## src/hw/rtl/tksi_pkg.sv

```systemverilog
// Shared types and constants for the top-k sorted insert list.
package tksi_pkg;

  localparam int unsigned RANKS_DEF = 16;
  localparam int unsigned KEY_W     = 32;
  localparam int unsigned IDX_W     = 16;
  localparam int unsigned ACTION_W  = 2;
  localparam int unsigned RRANK_W   = 4;
  localparam int unsigned ACTIVE_W  = 5;
  localparam int unsigned POS_W     = 5;

  localparam logic [KEY_W-1:0]    KEY_MAX    = 32'h7FFF_FFFF;
  localparam logic [ACTIVE_W-1:0] ACTIVE_RST = 5'd16;

  localparam logic [ACTION_W-1:0] ACTION_INSERT = 2'd0;
  localparam logic [ACTION_W-1:0] ACTION_READ   = 2'd1;
  localparam logic [ACTION_W-1:0] ACTION_CLEAR  = 2'd2;

  // Command broadcast to every cell in the cycle a transaction is taken.
  typedef struct packed {
    logic                 ins;
    logic                 clr;
    logic [KEY_W-1:0]     key;
    logic [IDX_W-1:0]     idx;
    logic [RRANK_W-1:0]   rank;
  } cmd_t;

  // Status rippling from cell to cell along the row.
  typedef struct packed {
    logic                 found;
    logic [IDX_W-1:0]     rd_index;
    logic [KEY_W-1:0]     rd_value;
  } chain_t;

endpackage

```

## src/hw/rtl/tksi_cell.sv

```systemverilog
// One rank of the sorted list: stored entry, compare, and shift from the neighbor.
module tksi_cell #(
  parameter int unsigned CELL_IDX = 0,
  parameter int unsigned PW       = 4
) (
  input  logic                         clk_i,
  input  logic                         rst_ni,
  input  tksi_pkg::cmd_t               cmd_i,
  input  logic [tksi_pkg::ACTIVE_W-1:0] active_ranks_i,
  input  logic [tksi_pkg::KEY_W-1:0]   prev_value_i,
  input  logic [tksi_pkg::IDX_W-1:0]   prev_index_i,
  input  tksi_pkg::chain_t             chain_i,
  input  logic [PW-1:0]                pos_i,
  output tksi_pkg::chain_t             chain_o,
  output logic [PW-1:0]                pos_o,
  output logic [tksi_pkg::KEY_W-1:0]   value_o,
  output logic [tksi_pkg::IDX_W-1:0]   index_o
);

  localparam logic [PW-1:0] MY_POS = PW'(CELL_IDX);

  logic [tksi_pkg::KEY_W-1:0] value_q, value_d;
  logic [tksi_pkg::IDX_W-1:0] index_q, index_d;
  logic                       active, gt, hit, shift, sel;

  assign active = 32'(CELL_IDX) < 32'(active_ranks_i);
  assign gt     = $signed(cmd_i.key) > $signed(value_q);
  assign hit    = cmd_i.ins && active && !chain_i.found && !gt;
  assign shift  = cmd_i.ins && active && chain_i.found;
  assign sel    = 32'(CELL_IDX) == 32'(cmd_i.rank);

  always_comb begin
    value_d = value_q;
    index_d = index_q;
    if (cmd_i.clr) begin
      value_d = tksi_pkg::KEY_MAX;
      index_d = '0;
    end else if (hit) begin
      value_d = cmd_i.key;
      index_d = cmd_i.idx;
    end else if (shift) begin
      value_d = prev_value_i;
      index_d = prev_index_i;
    end
  end

  always_ff @(posedge clk_i or negedge rst_ni) begin
    if (!rst_ni) begin
      value_q <= tksi_pkg::KEY_MAX;
      index_q <= '0;
    end else begin
      value_q <= value_d;
      index_q <= index_d;
    end
  end

  // Pass the first-stop flag, the hit position and the read data down the row.
  always_comb begin
    chain_o.found    = chain_i.found || (active && !gt);
    chain_o.rd_index = chain_i.rd_index | (sel ? index_q : '0);
    chain_o.rd_value = chain_i.rd_value | (sel ? value_q : '0);
    pos_o            = pos_i | (hit ? MY_POS : '0);
  end

  assign value_o = value_q;
  assign index_o = index_q;

endmodule

```

## src/hw/rtl/top_k_sorted_insert.sv

```systemverilog
// Top level of the top-k sorted insert list: cell row, command decode, output register.
//
// Keeps the active_ranks smallest signed 32-bit keys seen, in ascending order,
// each with a 16-bit index, in a row of RANKS cells. Every cell compares the
// incoming key with its own entry in parallel; a flag ripples down the row to
// find the first active cell whose key is not less than the new one, that
// cell takes the new entry and the active cells behind it take their
// neighbor's entry, so the last active entry drops out. An insert returns
// accepted and the position, or position RANKS (masked to 5 bits) when the
// entry is discarded. A read returns the entry at read_rank (zero when the
// rank is at or beyond RANKS); a clear refills every cell with key
// 0x7FFFFFFF and index 0. Action 3 does nothing and returns zeros. The block
// takes one transaction per clock cycle while ready and presents its result in the
// next cycle from an output register; the slave side stays ready while that
// register is empty or being drained. The clock period is set by the compare
// and the found-flag ripple across the row of cells. Write active_ranks only
// while no transaction is in flight.
//
// s_axis_tuser: action[1:0]
// s_axis_tdata: entry_index[15:0], entry_value[47:16], read_rank[51:48], zero[55:52]
// m_axis_tuser: accepted[0]
// m_axis_tdata: position[4:0], out_index[20:5], out_value[52:21], zero[55:53]
module top_k_sorted_insert #(
  parameter int unsigned RANKS = tksi_pkg::RANKS_DEF
) (
  input  logic                           clk_i,
  input  logic                           rst_ni,
  // configuration: active_ranks
  input  logic                           cfg_we_i,
  input  logic [tksi_pkg::ACTIVE_W-1:0]  cfg_wdata_i,
  // slave side
  input  logic                           s_axis_tvalid_i,
  output logic                           s_axis_tready_o,
  input  logic [55:0]                    s_axis_tdata_i,  // entry_index, entry_value, read_rank
  input  logic [tksi_pkg::ACTION_W-1:0]  s_axis_tuser_i,  // action
  // master side
  output logic                           m_axis_tvalid_o,
  input  logic                           m_axis_tready_i,
  output logic [55:0]                    m_axis_tdata_o,  // position, out_index, out_value
  output logic                           m_axis_tuser_o   // accepted
);

  localparam int unsigned PW = (RANKS > 1) ? $clog2(RANKS) : 1;
  localparam logic [tksi_pkg::POS_W-1:0] DISCARD_POS = tksi_pkg::POS_W'(RANKS);

  logic [tksi_pkg::ACTIVE_W-1:0] active_ranks_q;

  logic                            s_fire;
  tksi_pkg::cmd_t                  cmd;
  logic [tksi_pkg::ACTION_W-1:0]   action;

  tksi_pkg::chain_t                chain [RANKS+1];
  logic [PW-1:0]                   pos   [RANKS+1];
  logic [tksi_pkg::KEY_W-1:0]      value [RANKS+1];
  logic [tksi_pkg::IDX_W-1:0]      index [RANKS+1];

  logic                            out_valid_q;
  logic                            accepted_q, accepted_d;
  logic [tksi_pkg::POS_W-1:0]      position_q, position_d;
  logic [tksi_pkg::IDX_W-1:0]      out_index_q, out_index_d;
  logic [tksi_pkg::KEY_W-1:0]      out_value_q, out_value_d;

  // Configuration register; the user must write it only while idle, the block does not enforce this.
  always_ff @(posedge clk_i or negedge rst_ni) begin
    if (!rst_ni) begin
      active_ranks_q <= tksi_pkg::ACTIVE_RST;
    end else if (cfg_we_i) begin
      active_ranks_q <= cfg_wdata_i;
    end
  end

  // Take a new transaction whenever the output register is free or draining.
  assign s_axis_tready_o = !out_valid_q || m_axis_tready_i;
  assign s_fire          = s_axis_tvalid_i && s_axis_tready_o;
  assign action          = s_axis_tuser_i;

  // Broadcast the command; the cells change state only on an accepted transaction.
  always_comb begin
    cmd.ins  = s_fire && (action == tksi_pkg::ACTION_INSERT);
    cmd.clr  = s_fire && (action == tksi_pkg::ACTION_CLEAR);
    cmd.idx  = s_axis_tdata_i[15:0];
    cmd.key  = s_axis_tdata_i[47:16];
    cmd.rank = s_axis_tdata_i[51:48];
  end

  // Head of the row: nothing found yet, no read data, no neighbor to shift from.
  assign chain[0] = '{found: 1'b0, rd_index: '0, rd_value: '0};
  assign pos[0]   = '0;
  assign value[0] = tksi_pkg::KEY_MAX;
  assign index[0] = '0;

  for (genvar k = 0; k < RANKS; k++) begin : g_cell
    tksi_cell #(
      .CELL_IDX (k),
      .PW       (PW)
    ) u_cell (
      .clk_i          (clk_i),
      .rst_ni         (rst_ni),
      .cmd_i          (cmd),
      .active_ranks_i (active_ranks_q),
      .prev_value_i   (value[k]),
      .prev_index_i   (index[k]),
      .chain_i        (chain[k]),
      .pos_i          (pos[k]),
      .chain_o        (chain[k+1]),
      .pos_o          (pos[k+1]),
      .value_o        (value[k+1]),
      .index_o        (index[k+1])
    );
  end

  // Form the result from the row's outputs in the same cycle.
  always_comb begin
    accepted_d  = 1'b0;
    position_d  = '0;
    out_index_d = '0;
    out_value_d = '0;
    case (action)
      tksi_pkg::ACTION_INSERT: begin
        // the found flag at the tail is set exactly when some active cell took the entry
        accepted_d = chain[RANKS].found;
        position_d = chain[RANKS].found ? tksi_pkg::POS_W'(pos[RANKS]) : DISCARD_POS;
      end
      tksi_pkg::ACTION_READ: begin
        position_d  = tksi_pkg::POS_W'(cmd.rank);
        out_index_d = chain[RANKS].rd_index;
        out_value_d = chain[RANKS].rd_value;
      end
      default: begin
        // clear and the unused code report all zeros
      end
    endcase
  end

  // Output register: hold until taken, reload on every accepted transaction.
  always_ff @(posedge clk_i or negedge rst_ni) begin
    if (!rst_ni) begin
      out_valid_q <= 1'b0;
    end else if (s_fire) begin
      out_valid_q <= 1'b1;
    end else if (m_axis_tready_i) begin
      out_valid_q <= 1'b0;
    end
  end

  always_ff @(posedge clk_i) begin
    if (s_fire) begin
      accepted_q  <= accepted_d;
      position_q  <= position_d;
      out_index_q <= out_index_d;
      out_value_q <= out_value_d;
    end
  end

  assign m_axis_tvalid_o = out_valid_q;
  assign m_axis_tuser_o  = accepted_q;
  assign m_axis_tdata_o  = {3'b000, out_value_q, out_index_q, position_q};

endmodule

```

## config.mk

```make
export PLATFORM = sky130hd
export DESIGN_NAME = top_k_sorted_insert
export DESIGN_NICKNAME = d
export VERILOG_FILES = /design/src/hw/rtl/tksi_pkg.sv /design/src/hw/rtl/tksi_cell.sv /design/src/hw/rtl/top_k_sorted_insert.sv
export SDC_FILE = /design/constraint.sdc
export NUM_CORES = 2
export LEC_CHECK = 0
export BUFFER_PORTS_ARGS = -buffer_cell sky130_fd_sc_hd__buf_2
export CORE_MARGIN = 5
export CORE_UTILIZATION = 50
export DETAILED_ROUTE_END_ITERATION = 16
export HOLD_SLACK_MARGIN = 0.05
export PLACE_DENSITY = 0.64
export SLEW_MARGIN = 5
export SYNTH_ARGS = -nofsm -noshare
export SYNTH_HDL_FRONTEND = slang
export SYNTH_SLANG_ARGS = --single-unit
```

## constraint.sdc

```tcl
create_clock -name clk_i -period 4.8 [get_ports clk_i]
set_clock_uncertainty 0.1 [all_clocks]
set_input_delay 1.44 -clock clk_i [delete_from_list [all_inputs] [get_ports clk_i]]
set_output_delay 1.44 -clock clk_i [all_outputs]
set_load 0.05 [all_outputs]
```

==> run metrics <==
TritonCTS clock tree=built; critical path's slowest cell=or4_4; gr ovfl total=0; post-detail-place hpwl=~180000 um; share of cells above drive strength 1=0.280; antenna violations before repair=15; Crit Path Max Fanout=8; sum of negative setup slack=-0.126 ns; Relative slew margins=0.370; largest family of logic cells by synthesized area=compound AO/OA/AOI/OAI gates; asr flop ratio synth=0.935; clock sinks=828; post-synthesis adder-cell area fraction=0.113; Core Area=approximately 0.11 mm^2; Setup-failing EPs final=14; Global Route Usage Sum=0.422; Final Wtd Congestion=~1.1; crit path buf inv count=6; synth unique cells=94; Max Clk Rate=0.207 GHz; Final ANT Viol Nets=0; cell area after synthesis=about 0.057 mm^2; Pre-Repair DR Iteration Count=9; final hold vios=0; clock latency on the worst-skew pair=0.73 ns; worst-margin pin slew=~0.94 ns; CTS Buf Count=a little under 100; Routed wire per std cell=32.7 um; Power Dens Cells=between 300 and 400 mW/mm^2; P_leak=34.8 nW; number of cells on the critical path=16; Max stage delay on crit path=0.54 ns; Detailed Route WL=266000 um; H-tree depth=3; Hold Crit Class=reg2reg; vias per inst=between 6 and 7; Initial Util=0.503; crit path cell chain=buf_4 -> buf_12 -> buf_4 -> ha_1 -> nand4_1 -> or2_4 -> nor4_4 -> buf_6 -> nand3b_1 -> a31o_2 -> nand3b_1 -> or4_4 -> a21oi_4 -> buf_12 -> clkbuf_16 -> mux2i_1; input/output buffers=approximately 120; die area=about 0.12 mm^2; Most used DFF post-synth=dfstp_2; failing checks=setup timing; Top Ports=roughly 130; hold depth=1; hold_buf cts=0; Synth area leader=dfstp_2; post-synth top area share=0.231; Filler cells=around 9400; DRC Markers=0; crit path time final=4.84 ns; vias in the first global route=between 50000 and 60000; first-pass GRT wire length=376000 um; Post-Synth XOR/XNOR Area=0.000464; yosys warns=0; sequential-to-total area share from yosys stat=0.382; Worst-path clk slew=0.06 ns; Vias=55900; CTS max path bufs=3; largest net degree at the start of global routing=around 120; clock root cell=clkbuf_16; CP endpoint kind=register; Compound-Gate Fraction of Synth Area=0.192; crit share post-route=1.01; 1st-iter DRT viols=7871; CP required=about 5.3 ns; delay-heaviest family, CP=simple AND/OR/NAND/NOR gates; Peak VDD IR=346 uV; setup ws final=-0.0352 ns; Arrival @ worst endpoint=around 5.4 ns; pre-CTS WS=-1.20 ns; post-synthesis mux area share=0.120; depth of the most critical reg-to-reg path=13; Post-synth EDFFs=54; Syn Area/Cell=approximately 9.5 um^2; Synth Instances=5985; P&R area growth vs syn=24.7%; nets@finish=between 7000 and 8000; Die Wd=roughly 350 um; post-synthesis simple-gate area fraction=0.120; critical path class=in2reg; DIE HEIGHT=between 300 and 400 um; Worst setup SP type=primary input; dominant cells by area after synthesis=dfstp_2 23%, dfrtp_1 12%, mux2i_1 12%, ha_1 11%, inv_1 4.0%; outcome=finished, violations left; # rows=123; Synth Register Bits=828; Slew Limit Fails=0; max_cap viols=0
==> worst register-to-register path: stages (launching register included) <==
cell and delay, ns:
dfstp_2 0.54, inv_1 0.08, ha_1 0.30, a21oi_1 0.17, o21ai_0 0.20, a221oi_1 0.38
a2bb2oi_1 0.56, nand4_1 0.18, mux2_2 0.35, a2111oi_4 0.31, or3b_4 0.45, o31a_4 0.40
buf_12 0.17, o221a_2 0.29
==> routing by layer <==
metal  vias to the layer above  part of all wire  track usage
met3                      1143              0.12        0.112
met5                         -           0.00013            0
met2                      4190              0.42        0.620
met4                         6             0.082        0.271
met1                     27300              0.38        0.551
li1                      23200                 -            -
==> path summary, 6_finish.rpt <==
kind / startpoint / endpoint / slack, ns
setup / recovery: s_axis_tdata_i[41] / g_cell[13].u_cell.index_o[3] / -0.04
hold / removal: g_cell[15].u_cell.index_o[5] / g_cell[15].u_cell.index_o[5] / 0.42
hold reg to reg: g_cell[15].u_cell.index_o[5] / g_cell[15].u_cell.index_o[5] / 0.42
setup reg to reg: g_cell[14].u_cell.value_o[9] / g_cell[15].u_cell.value_o[17] / 0.25
max in group asynchronous: rst_ni / g_cell[7].u_cell.index_o[13] / 2.78
min in group asynchronous: rst_ni / g_cell[9].u_cell.value_o[8] / 0.98
==> power breakdown <==
group / leakage [nW] / internal, mW / switching (mW) / total, mW
clock network: 1.63 / 4.54 / 3.33 / 7.86
registers: 9.55 / 8.82 / 1.35 / 10.2
logic: 23.6 / 3.41 / 4.72 / 8.13
total: 34.8 / 16.8 / 9.39 / 26.2
==> what timing repair did <==
| item | in CTS | in global routing |
|---|---|---|
| endpoints found under the setup margin | 555 | 591 |
| buffers inserted | 12 | 19 |
| pin swaps | 18 | 71 |
| resized for setup | 64 | 187 |
| cloned | 3 | 7 |
==> flip-flops by register name, summed over array words and instances, names as in the netlist <==
name,flops
g_cell.u_cell.value_o,512
g_cell.u_cell.index_o,256
out_value_q,32
out_index_q,16
active_ranks_q,5
position_q,5
m_axis_tuser_o,1
m_axis_tvalid_o,1
==> cells by family after synthesis <==
family	count (synthesis)
compound gates	1481
simple gates	1436
buf+inv	1046
flops	828
mux	678
fa+ha+maj	512
xor+xnor	3
other cells	1
==> synthesized netlist by cell type, types with 118 or more instances <==
cell      count
a21oi_1     353
dfrtp_1     277
a22oi_1     136
o21ai_0     147
nand2_1     358
inv_1       604
nor2_1      503
clkbuf_1    308
a22o_1      144
mux2i_1     671
dfstp_2     497
a221oi_1    249
nand3_1     121
ha_1        512
nor3_1      118
==> per-stage QoR <==
stage / util / cells / hold slack, ns / power (mW) / cell area, um^2
final: 0.628 / 8157 / 0.418 / 26.2 / 70600
after global routing: 0.628 / 8152 / 0.431 / 27.1 / 70600
after CTS: 0.616 / 8129 / 0.408 / 25.6 / 69200
after detailed placement: 0.582 / 7933 / 0.395 / 17.7 / 65500
after global placement: 0.582 / 7933 / 0.396 / 17.4 / 65500
after floorplan: - / 5987 / 0.369 / 13.9 / 56600
==> placed cells by master (no fill, tap or decap), drive strengths merged, types with 26 or more instances in the layout <==
cell | Yosys | layout
dfstp | 497 | 497
nor4 | 27 | 27
nand3 | 121 | 121
nor3 | 122 | 122
a21o | 45 | 45
nand4 | 101 | 101
a221o | 57 | 57
inv | 604 | 607
o211ai | 33 | 33
edfxtp | 54 | 54
mux2i | 671 | 671
clkinv | 1 | 26
a22o | 144 | 144
and3 | 75 | 75
o221a | 58 | 58
clkbuf | 308 | 153
nor2 | 503 | 503
a222oi | 31 | 31
ha | 512 | 512
a31oi | 57 | 57
a21oi | 354 | 354
a221oi | 249 | 249
buf | 133 | 913
nand2 | 358 | 358
a211oi | 46 | 46
o21ai | 153 | 153
a22oi | 137 | 137
dfrtp | 277 | 277
==> final cells by class <==
cell class | instances | area [um^2] | area share
antenna | 7 | 17.5 | 0.000248
clock buffer | 143 | 2880 | 0.0408
clock inverter | 38 | 428 | 0.00606
inverter | 605 | 2280 | 0.0322
multi-input combinational | 4113 | 32400 | 0.459
sequential | 828 | 21600 | 0.306
tap | 1500 | 1880 | 0.0266
timing repair buffer | 923 | 9090 | 0.129
(Power assumes the default switching activity.)
